<file path="src/design/mfbr_pkg.sv">
// Shared constants, codes and word types for the msb_first_bit_reader.
// No dependencies.
package mfbr_pkg;

    localparam int BUF_BYTES   = 256;
    localparam int BUF_AW      = $clog2(BUF_BYTES);
    localparam int CNT_W       = $clog2(BUF_BYTES + 1);
    localparam int POS_W       = CNT_W + 3;
    localparam int BYTE_W      = 8;
    localparam int VALUE_W     = 32;
    localparam int NUM_BITS_W  = 6;
    localparam int BITS_LEFT_W = 12;
    localparam int MAX_READ    = 32;
    localparam int WIN_W       = VALUE_W + BYTE_W;
    localparam int FETCH_W     = $clog2(WIN_W / BYTE_W + 1);

    // request codes
    localparam logic [1:0] REQ_APPEND = 2'd0;
    localparam logic [1:0] REQ_READ   = 2'd1;
    localparam logic [1:0] REQ_CLEAR  = 2'd2;

    // status codes
    localparam logic [1:0] ST_OK    = 2'd0;
    localparam logic [1:0] ST_COUNT = 2'd1;
    localparam logic [1:0] ST_SHORT = 2'd2;
    localparam logic [1:0] ST_FULL  = 2'd3;

    typedef struct packed {
        logic [1:0]            req_type;
        logic [BYTE_W-1:0]     byte_value;
        logic [NUM_BITS_W-1:0] num_bits;
    } in_word_t;

    typedef struct packed {
        logic [VALUE_W-1:0]     value;
        logic [1:0]             status;
        logic [BITS_LEFT_W-1:0] bits_left;
    } out_word_t;

    typedef struct packed {
        logic              we;
        logic              re;
        logic [BUF_AW-1:0] addr;
        logic [BYTE_W-1:0] wdata;
    } mem_req_t;

endpackage

</file>
<file path="src/design/mfbr_store.sv">
// Single-port byte store with registered read.
// Depends on mfbr_pkg.
module mfbr_store
    import mfbr_pkg::*;
(
    input  logic              aclk,
    input  mem_req_t          mem_req,
    output logic [BYTE_W-1:0] rdata
);

    logic [BYTE_W-1:0] mem [BUF_BYTES];
    logic [BYTE_W-1:0] rdata_reg;

    always_ff @(posedge aclk) begin
        if (mem_req.we) begin
            mem[mem_req.addr] <= mem_req.wdata;
        end else if (mem_req.re) begin
            rdata_reg <= mem[mem_req.addr];
        end
    end

    assign rdata = rdata_reg;

endmodule

</file>
<file path="src/design/mfbr_ctrl.sv">
// Request sequencer: position/fill bookkeeping, byte fetch and bit alignment.
// Depends on mfbr_pkg; drives the port of mfbr_store.
module mfbr_ctrl
    import mfbr_pkg::*;
(
    input  logic              aclk,
    input  logic              aresetn,
    input  logic              s_valid,
    output logic              s_ready,
    input  in_word_t          s_word,
    output mem_req_t          mem_req,
    input  logic [BYTE_W-1:0] rdata,
    output logic              res_valid,
    output out_word_t         res_word,
    input  logic              res_take
);

    typedef enum logic [1:0] {IDLE, FETCH, RESULT} state_t;

    state_t                 state_reg, state_next;
    logic [CNT_W-1:0]       fill_reg, fill_next;
    logic [POS_W-1:0]       pos_reg, pos_next;       // {byte pos, bit pos}
    logic [BUF_AW-1:0]      addr_reg, addr_next;
    logic [FETCH_W-1:0]     issue_reg, issue_next;
    logic [FETCH_W-1:0]     recv_reg, recv_next;
    logic                   rvalid_reg, rvalid_next;
    logic [WIN_W-1:0]       acc_reg, acc_next;
    logic [2:0]             sh_reg, sh_next;
    logic [NUM_BITS_W-1:0]  n_reg, n_next;
    logic                   is_read_reg, is_read_next;
    logic [1:0]             status_reg, status_next;
    logic [BITS_LEFT_W-1:0] left_reg, left_next;

    logic [POS_W-1:0]        avail_cur;
    logic [NUM_BITS_W:0]     span;          // bit offset + count
    logic [NUM_BITS_W+1:0]   span_round;
    logic [WIN_W-1:0]        shifted;
    logic [VALUE_W-1:0]      mask;
    logic                    issue_now;

    function automatic logic [POS_W-1:0] avail_bits(input logic [CNT_W-1:0] fill,
                                                    input logic [POS_W-1:0] pos);
        logic [POS_W-1:0] total;
        total = {fill, 3'b000};
        return (pos > total) ? '0 : total - pos;
    endfunction

    assign avail_cur  = avail_bits(fill_reg, pos_reg);
    assign span       = {1'b0, s_word.num_bits} + (NUM_BITS_W+1)'(pos_reg[2:0]);
    assign span_round = {1'b0, span} + (NUM_BITS_W+2)'(7);
    assign issue_now  = (state_reg == FETCH) && (issue_reg != '0);

    always_comb begin
        state_next   = state_reg;
        fill_next    = fill_reg;
        pos_next     = pos_reg;
        addr_next    = addr_reg;
        issue_next   = issue_reg;
        recv_next    = recv_reg;
        rvalid_next  = issue_now;
        acc_next     = acc_reg;
        sh_next      = sh_reg;
        n_next       = n_reg;
        is_read_next = is_read_reg;
        status_next  = status_reg;
        left_next    = left_reg;
        mem_req      = '0;
        mem_req.addr = addr_reg;

        case (state_reg)
            IDLE: begin
                if (s_valid) begin
                    state_next   = RESULT;
                    status_next  = ST_OK;
                    is_read_next = 1'b0;
                    case (s_word.req_type)
                        REQ_APPEND: begin
                            if (fill_reg == CNT_W'(BUF_BYTES)) begin
                                status_next = ST_FULL;
                            end else begin
                                mem_req.we    = 1'b1;
                                mem_req.addr  = fill_reg[BUF_AW-1:0];
                                mem_req.wdata = s_word.byte_value;
                                fill_next     = fill_reg + CNT_W'(1);
                            end
                        end
                        REQ_READ: begin
                            if (s_word.num_bits > NUM_BITS_W'(MAX_READ)) begin
                                status_next = ST_COUNT;
                            end else if (POS_W'(s_word.num_bits) > avail_cur) begin
                                status_next = ST_SHORT;
                            end else if (s_word.num_bits != '0) begin
                                pos_next     = pos_reg + POS_W'(s_word.num_bits);
                                addr_next    = pos_reg[BUF_AW+2:3];
                                issue_next   = FETCH_W'(span_round >> 3);
                                recv_next    = FETCH_W'(span_round >> 3);
                                sh_next      = 3'd0 - span[2:0];
                                n_next       = s_word.num_bits;
                                is_read_next = 1'b1;
                                state_next   = FETCH;
                            end
                        end
                        REQ_CLEAR: begin
                            fill_next = '0;
                            pos_next  = '0;
                        end
                        default: begin
                        end
                    endcase
                    left_next = BITS_LEFT_W'(avail_bits(fill_next, pos_next));
                end
            end
            FETCH: begin
                if (issue_now) begin
                    mem_req.re = 1'b1;
                    addr_next  = addr_reg + BUF_AW'(1);
                    issue_next = issue_reg - FETCH_W'(1);
                end
                if (rvalid_reg) begin
                    acc_next  = {acc_reg[WIN_W-BYTE_W-1:0], rdata};
                    recv_next = recv_reg - FETCH_W'(1);
                    if (recv_reg == FETCH_W'(1)) begin
                        state_next = RESULT;
                    end
                end
            end
            RESULT: begin
                if (res_take) begin
                    state_next = IDLE;
                end
            end
            default: begin
                state_next = IDLE;
            end
        endcase
    end

    always_ff @(posedge aclk) begin
        if (!aresetn) begin
            state_reg  <= IDLE;
            fill_reg   <= '0;
            pos_reg    <= '0;
            issue_reg  <= '0;
            recv_reg   <= '0;
            rvalid_reg <= 1'b0;
        end else begin
            state_reg   <= state_next;
            fill_reg    <= fill_next;
            pos_reg     <= pos_next;
            addr_reg    <= addr_next;
            issue_reg   <= issue_next;
            recv_reg    <= recv_next;
            rvalid_reg  <= rvalid_next;
            acc_reg     <= acc_next;
            sh_reg      <= sh_next;
            n_reg       <= n_next;
            is_read_reg <= is_read_next;
            status_reg  <= status_next;
            left_reg    <= left_next;
        end
    end

    // last fetched byte sits in the low bits; drop the trailing bits, keep n
    assign shifted = acc_reg >> sh_reg;
    assign mask    = {VALUE_W{1'b1}} >> (NUM_BITS_W'(VALUE_W) - n_reg);

    assign s_ready             = (state_reg == IDLE);
    assign res_valid           = (state_reg == RESULT);
    assign res_word.value      = is_read_reg ? (shifted[VALUE_W-1:0] & mask) : '0;
    assign res_word.status     = status_reg;
    assign res_word.bits_left  = left_reg;

endmodule

</file>
<file path="src/design/msb_first_bit_reader.sv">
// Top level of the MSB-first bitstream reader: byte store, sequencer, output register.
// Depends on mfbr_pkg, mfbr_store, mfbr_ctrl.
//
//   channel | dir | handshake          | word
//   --------+-----+--------------------+----------------------------------
//   s_      | in  | s_valid / s_ready  | in_word_t  (req_type, byte, count)
//   m_      | out | m_valid / m_ready  | out_word_t (value, status, left)
//
// Fetches: append, clear, unused codes, error reads and zero-bit reads fetch no
// bytes; a read of n bits at bit offset b fetches ceil((b+n)/8) bytes, one byte
// a cycle from the single-port store.
// Reset: synchronous, active low; empties the buffer and zeroes the position.
// Byte store contents are not cleared; only bytes below the fill count are read.
// Stalls: one result may wait in the output register while the next word is
// taken; a second finished result holds the sequencer until m_ready.
module msb_first_bit_reader
    import mfbr_pkg::*;
(
    input  logic      aclk,
    input  logic      aresetn,
    input  logic      s_valid,
    output logic      s_ready,
    input  in_word_t  s_word,
    output logic      m_valid,
    input  logic      m_ready,
    output out_word_t m_word
);

    mem_req_t          mem_req;
    logic [BYTE_W-1:0] rdata;
    logic              res_valid;
    out_word_t         res_word;
    logic              res_take;

    logic              m_valid_reg;
    out_word_t         m_word_reg;

    mfbr_store u_store (
        .aclk    (aclk),
        .mem_req (mem_req),
        .rdata   (rdata)
    );

    mfbr_ctrl u_ctrl (
        .aclk      (aclk),
        .aresetn   (aresetn),
        .s_valid   (s_valid),
        .s_ready   (s_ready),
        .s_word    (s_word),
        .mem_req   (mem_req),
        .rdata     (rdata),
        .res_valid (res_valid),
        .res_word  (res_word),
        .res_take  (res_take)
    );

    // output register loads whenever it is empty or being drained
    assign res_take = res_valid && (!m_valid_reg || m_ready);

    always_ff @(posedge aclk) begin
        if (!aresetn) begin
            m_valid_reg <= 1'b0;
        end else begin
            if (res_take) begin
                m_valid_reg <= 1'b1;
                m_word_reg  <= res_word;
            end else if (m_ready) begin
                m_valid_reg <= 1'b0;
            end
        end
    end

    assign m_valid = m_valid_reg;
    assign m_word  = m_word_reg;

endmodule

</file>
<file path="config.mk">
export PLATFORM = sky130hd
export DESIGN_NAME = msb_first_bit_reader
export DESIGN_NICKNAME = d
export VERILOG_FILES = /design/src/design/mfbr_pkg.sv /design/src/design/mfbr_store.sv /design/src/design/mfbr_ctrl.sv /design/src/design/msb_first_bit_reader.sv
export SDC_FILE = /design/constraint.sdc
export NUM_CORES = 2
export LEC_CHECK = 0
export BUFFER_PORTS_ARGS = -buffer_cell sky130_fd_sc_hd__buf_4
export CORE_MARGIN = 2
export CORE_UTILIZATION = 30
export CTS_CLUSTER_DIAMETER = 150
export DETAILED_ROUTE_END_ITERATION = 6
export HOLD_SLACK_MARGIN = 0.08
export PLACE_DENSITY_LB_ADDON = 0.08
export SETUP_SLACK_MARGIN = 0.05
export SYNTH_ARGS = -nofsm -noshare
export SYNTH_HDL_FRONTEND = slang
export SYNTH_SLANG_ARGS = --single-unit
</file>
<file path="constraint.sdc">
create_clock -name aclk -period 10.5 [get_ports aclk]
set_clock_uncertainty 0.05 [all_clocks]
set_input_delay 1.05 -clock aclk [delete_from_list [all_inputs] [get_ports aclk]]
set_output_delay 1.05 -clock aclk [all_outputs]
set_load 0.05 [all_outputs]
</file>
* After elaboration in Yosys (flattened, before gate mapping)
Memories as Yosys holds them, arrays and structs flattened. A register that Yosys moved wholly into a read port is not among the register bits.
Index checks and enable logic that the tools add are counted.
W data, S select, Z words.
** Storage, ports and cells
- Register bits after elaboration :: 149
- Memory bits (writable) :: 2048
- Input bits :: 20
- Output and inout bits :: 48
- Word-level logic and storage cells :: 131
- Memories kept :: 1
** Operators by class
- $add $sub $neg :: 11
- Magnitude comparators :: 4
- Equal/unequal tests :: 15
- Shift operators :: 2
- Muxes and demuxes :: 55
- Bitwise operators :: 5
- Reduce and logical (&&, ||, !) cells :: 21
** Memories
- u_store.mem :: words 256, width 8, rd ports 1, clocked after Yosys merged registers in 1, wr ports 1, line mfbr_store.sv:11 : logic [BYTE_W-1:0] mem [BUF_BYTES];
** Operators by type and width (number)
- $mux W12 :: 6
- $mux W16 :: 4
- $mux W8 :: 6
- $shr A40 B3 Y32 :: 1
- $and A32 B32 Y32 :: 1
- $shr A32 B6 Y32 const A :: 1
- $mux W9 :: 3
- $gt A12 B12 Y1 :: 2
- $pmux W12 S2 :: 1
- $sub A12 B12 Y12 :: 2
- $mux W2 :: 11
- $mux W3 :: 7
- $reduce_and A7 Y1 :: 3
- $pmux W9 S2 :: 1
- $pmux W8 S2 :: 1
- $add A12 B6 Y12 :: 1
- $gt A6 B12 Y1 :: 1
- $pmux W3 S2 :: 2
- $mux W1 :: 11
- $ne A2 B1 Y1 const B :: 5
- $add A9 B1 Y9 const B :: 1
- $eq A9 B9 Y1 const B :: 1
- $add A8 B1 Y8 const B :: 1
- $ne A2 B2 Y1 const B :: 4
- 24 further kinds :: 36

* Depth between registers and ports, before layout
- Depth after elaboration :: 9
- Mapped depth :: 25

* Modules after synthesis
From an unflattened synthesis, not the netlist that was laid out.
** Unflattened totals
- Cell total of the unflattened synthesis :: 4440
- Area total of the unflattened synthesis :: 87798.0 µm²
** Modules (own cells, without submodules)
- mfbr_store :: times used 1, cells an instance 3547, area each 78560.3 µm², sequential area each 61739.2 µm²
- mfbr_ctrl :: times used 1, cells an instance 841, area each 7798.7 µm², sequential area each 2732.6 µm²
- msb_first_bit_reader :: times used 1, cells an instance 52, area each 1438.9 µm², sequential area each 1401.3 µm²

* Least setup slack after synthesis
Ideal clock, no wire load.
- Path kind :: input-to-reg
- Start :: input port s_word[14] in the netlist's numbering
- End :: memory u_store.mem[0][0] (data pin)
- Library setup time :: 0.869 ns
- Arrival :: 5.325 ns
- Required time :: 9.581 ns
- Slack :: 4.256 ns
- Stages on the path :: 6
- Path buffers :: 2
- Cells stage by stage :: inv_1 > ha_1 > clkbuf_1 > o211a_1 > clkbuf_1 > and2_1
** RTL lines
- start: declaration :: line msb_first_bit_reader.sv:23 : input in_word_t s_word,
- end: declaration :: line mfbr_store.sv:11

* Final worst setup path
- Start :: register u_ctrl.fill_reg[4]
- End :: register u_store.rdata_reg[1] (netlist: u_store.rdata[1]), read port of u_store.mem (data pin)
** On the way
- Longest elaborated chain between the ends :: 7
- Elaborated cells on any way between the ends :: 11
- Those cells by class :: 1 x eq/ne; 8 x mux; 1 x bitwise; 1 x reduce/logical
** Ends and longest elaborated chain
- start: declaration :: line mfbr_ctrl.sv:21 : logic [CNT_W-1:0] fill_reg, fill_next;
- start signal: assignment :: line mfbr_ctrl.sv:148 : fill_reg <= fill_next;
- $eq A9 B9 Y1 :: line mfbr_ctrl.sv:78 : if (fill_reg == CNT_W'(BUF_BYTES)) begin
- $mux W1 :: line mfbr_ctrl.sv:78
- $mux W1 :: line mfbr_ctrl.sv:76 : case (s_word.req_type)
- $mux W1 :: line mfbr_ctrl.sv:72 : if (s_valid) begin
- $mux W1 :: line mfbr_ctrl.sv:70 : case (state_reg)
- $not A1 Y1 (no source line)
- $reduce_and A2 Y1 (no source line)
- end: declaration :: line mfbr_store.sv:12 : logic [BYTE_W-1:0] rdata_reg;
Several ways; a longest one is shown, not always the timed one.
A chain may end at the register's enable or synchronous reset.

==> impl_metrics.csv <==
group,metric,value,unit
critical_path,slowest_delay,1.03,ns
cts,postCtsHoldBufs,0,
synthesis,syn_area,0.08868,mm2
critical_path,critPathCaptureType,"flop",
cts,cts_resized,0,
timing,fin_crit_sh,63.32,%
floorplanning,die_area,0.3000,mm2
final_layout,largest_register_ff_count,2048,
critical_path,cp_top_family,"simple AND/OR/NAND/NOR gates",
synthesis,syn_nets,5139,
timing,clock.fmax,0.1504,GHz
critical_path,cp-start-kind,"flop",
cts,cts.clk_slew.worst_paths,0.06,ns
synthesis,synth_common_cells,"2173 x edfxtp_1, 442 x nand2_1, 359 x nor2_1",
final_layout,fillers,27760,
grt,grt_pass1_wl,411700,um
placement,hpwlAfterDp,177900,um
cts,numCtsBuffers,245,
drt,antenna_left,0,
floorplanning,fp-row-count,199,
grt,grt_max_degree,201,
synthesis,yosysSeqAreaShare,74.28,%
synthesis,netlist_instances,5071,
min_path,hold_path_depth,1,
drt,wl,299200,um
grt,first_global_vias,48160,
timing,worst_pin_slew,1.457,ns
cts,cts_tree,"built",
final_layout,register_area,0.06587,mm2
power,peakVddDrop,137.9,uV
drt,first_iter_violations,4820,
drt,via_per_inst,5.196,
critical_path,arrival,7.23,ns
min_path,whs_endpoint,"u_ctrl.n_reg[2]$_DFFE_PP_",
synthesis,ys_ff_latch,2204,
placement,io_buffer_count,67,
synthesis,synth_cell_types,76,
synthesis,post-synth-top-count-cell,"edfxtp_1",
placement,placedInstanceArea,0.09377,mm2
critical_path,r2r_start,"u_ctrl.fill_reg[4]$_SDFFE_PN0P_",
cts,clock_latency,0.91,ns
cts,cts_root_buf,"clkbuf_16",
final_layout,area_growth,14.33,%
final_layout,final_area,0.1014,mm2
final_layout,drive_gt1_share,17.06,%
cts,post_cts_buffers,0,
critical_path,critPathBufInv,2,
critical_path,crit_chain,"or4_1, o211ai_4, buf_4, mux2_8, nand2_4, buf_4, a21oi_1, nor4_1, o22a_1, o2111ai_1, nor4_1, nand4_1",
drt,drc,0,
synthesis,ys.flop_type,"edfxtp_1",
synthesis,ys_warn_count,0,
power,pwr_density_cell,186.8,mW/mm2
critical_path,rr_endpoint,"u_store.rdata[1]$_DFFE_PP_",
synthesis,synth_area_leaders,"edfxtp_1 74%, mux4_2 8.7%, mux2i_1 3.4%, nand2_1 1.9%, nor2_1 1.5%",
critical_path,r2r.worst_path.cells,12,
status,outcome,"finished clean",
critical_path,path_class,"reg -> reg",
floorplanning,coreArea,0.2941,mm2
placement,gp_congestion,0.7939,
timing,rsz0062_at_grt,"no",
grt,overflow,0,
grt,grt_use_total,19.58,%
synthesis,synth_edf_count,2173,
drt,first_pass_iters,5,
synthesis,avgSynthCellArea,17.49,um2
timing,final-hold-violation-count,0,
final_layout,fin_util,34.48,%
cts,htree_levels,4,
floorplanning,die-height,547.7,um
grt,grt_antenna_before_repair,21,
power,p_leak,32.55,nW
critical_path,worst_ep_required_time,11.08,ns
floorplanning,start_util,30.16,%
timing,fin_crit,6.649,ns
synthesis,synthArstFlopShare,0,%
cts,cts_buffer_depth,4,
final_layout,nets,5277,
synthesis,yosysTopAreaCellShare,73.58,%
timing,slew_viol_final,0,
drt,vias,48520,
min_path,worstHoldStart,"s_word[2]",
drt,wl_per_cell,32.04,um
critical_path,worstPathMaxFanout,52,
timing,finalSetupViolCount,0,
floorplanning,die_width,547.7,um
critical_path,reg2reg_setup_slack,3.85,ns
min_path,hp-class,"in -> reg",
final_layout,multi_input_area,0.02124,mm2
cts,cts_sinks,2204,
timing,slew_headroom,2.886,%
critical_path,cp_slowest_cell,"nor4_1",
job,max_cap_violations,0,
floorplanning,io_pins,68,
timing,tns,0,ns
synthesis,yosys.area.top_type,"edfxtp_1",
[metrics by stage]
stage	std cells	hold slack [ns]	power, mW	worst slack, ns
after floorplan	5071	0.3503	10.43	4.256
after global placement	8881	0.3534	10.81	3.461
after detailed placement	8881	0.3545	10.81	3.494
after CTS	9330	0.2320	19.14	3.833
after global routing	9331	0.2542	19.52	3.390
final	9337	0.3111	18.94	3.851
[cells in the final DEF (no fill, tap or decap), drive strengths merged, types with 10 or more instances in the layout]
cell     instances
nand3           44
xor2            13
a31oi           10
a22oi           81
nand4           13
and2            21
mux2            12
nand2b          18
clkinv         116
a222oi          10
o22ai          148
a21oi          266
nor2           359
dfxtp           31
nand2          447
o211a           10
ha              47
a211oi          26
o211ai          10
inv             61
bufinv          17
o21a            14
or4             12
nor3b           20
mux4           344
o31ai           10
nor3            41
a221oi          17
buf            183
o21ai           64
a2111oi         10
edfxtp        2173
xnor2           20
nor4            41
mux2i          301
clkbuf         303
nor2b           14
[cell families (layout without fill, tap and decap cells)]
family          Yosys count  after routing  synth area share (%)
flops                  2204           2204                 74.28
simple gates           1056           1056                 5.167
compound gates          729            729                 5.198
mux                     657            657                 12.29
buf+inv                 344            684                 2.056
fa+ha+maj                48             48                0.6857
xor+xnor                 33             33                0.3259
other cells               0              7                     0
[area by class of cell]
type / instances / share of cell area [%]
flip-flops and latches: 2204 / 64.97
repair buffers: 183 / 1.540
clock inverters: 146 / 1.215
well taps: 3919 / 4.836
multi-input cells: 2523 / 20.95
inverters: 52 / 0.1925
diodes: 7 / 0.01728
clock buffers: 303 / 6.282
[metal layers]
metal / track usage (%) / vias up / part of all wire [%]
li1: - / 20580 / -
met1: 27.97 / 26120 / 45
met2: 31.78 / 1480 / 47
met3: 2.852 / 336 / 5.4
met4: 3.846 / 0 / 2.0
met5: 0 / - / 0
[worst max path at each step]
stage / from / to / slack, ns / cells past startpoint
finish: u_ctrl.fill_reg[4]$_SDFFE_PN0P_ / u_store.rdata[1]$_DFFE_PP_ / 3.85 / 12
global route: u_ctrl.fill_reg[3]$_SDFFE_PN0P_ / u_ctrl.left_reg[9]$_SDFFCE_PN0P_ / 3.39 / 22
CTS: u_ctrl.fill_reg[4]$_SDFFE_PN0P_ / u_store.rdata[1]$_DFFE_PP_ / 3.83 / 12
detailed placement: s_word[14] / u_store.rdata[1]$_DFFE_PP_ / 3.49 / 14
global placement: s_word[14] / u_store.rdata[6]$_DFFE_PP_ / 3.46 / 13
floorplan: s_word[14] / u_store.mem[0][0]$_DFFE_PP_ / 4.26 / 6
[power breakdown]
part / switching (mW) / internal, mW
registers: 0.0213 / 9.62
clock network: 3.63 / 4.70
logic: 0.663 / 0.302
total: 4.31 / 14.6
Power figures use the tool's default switching activity.
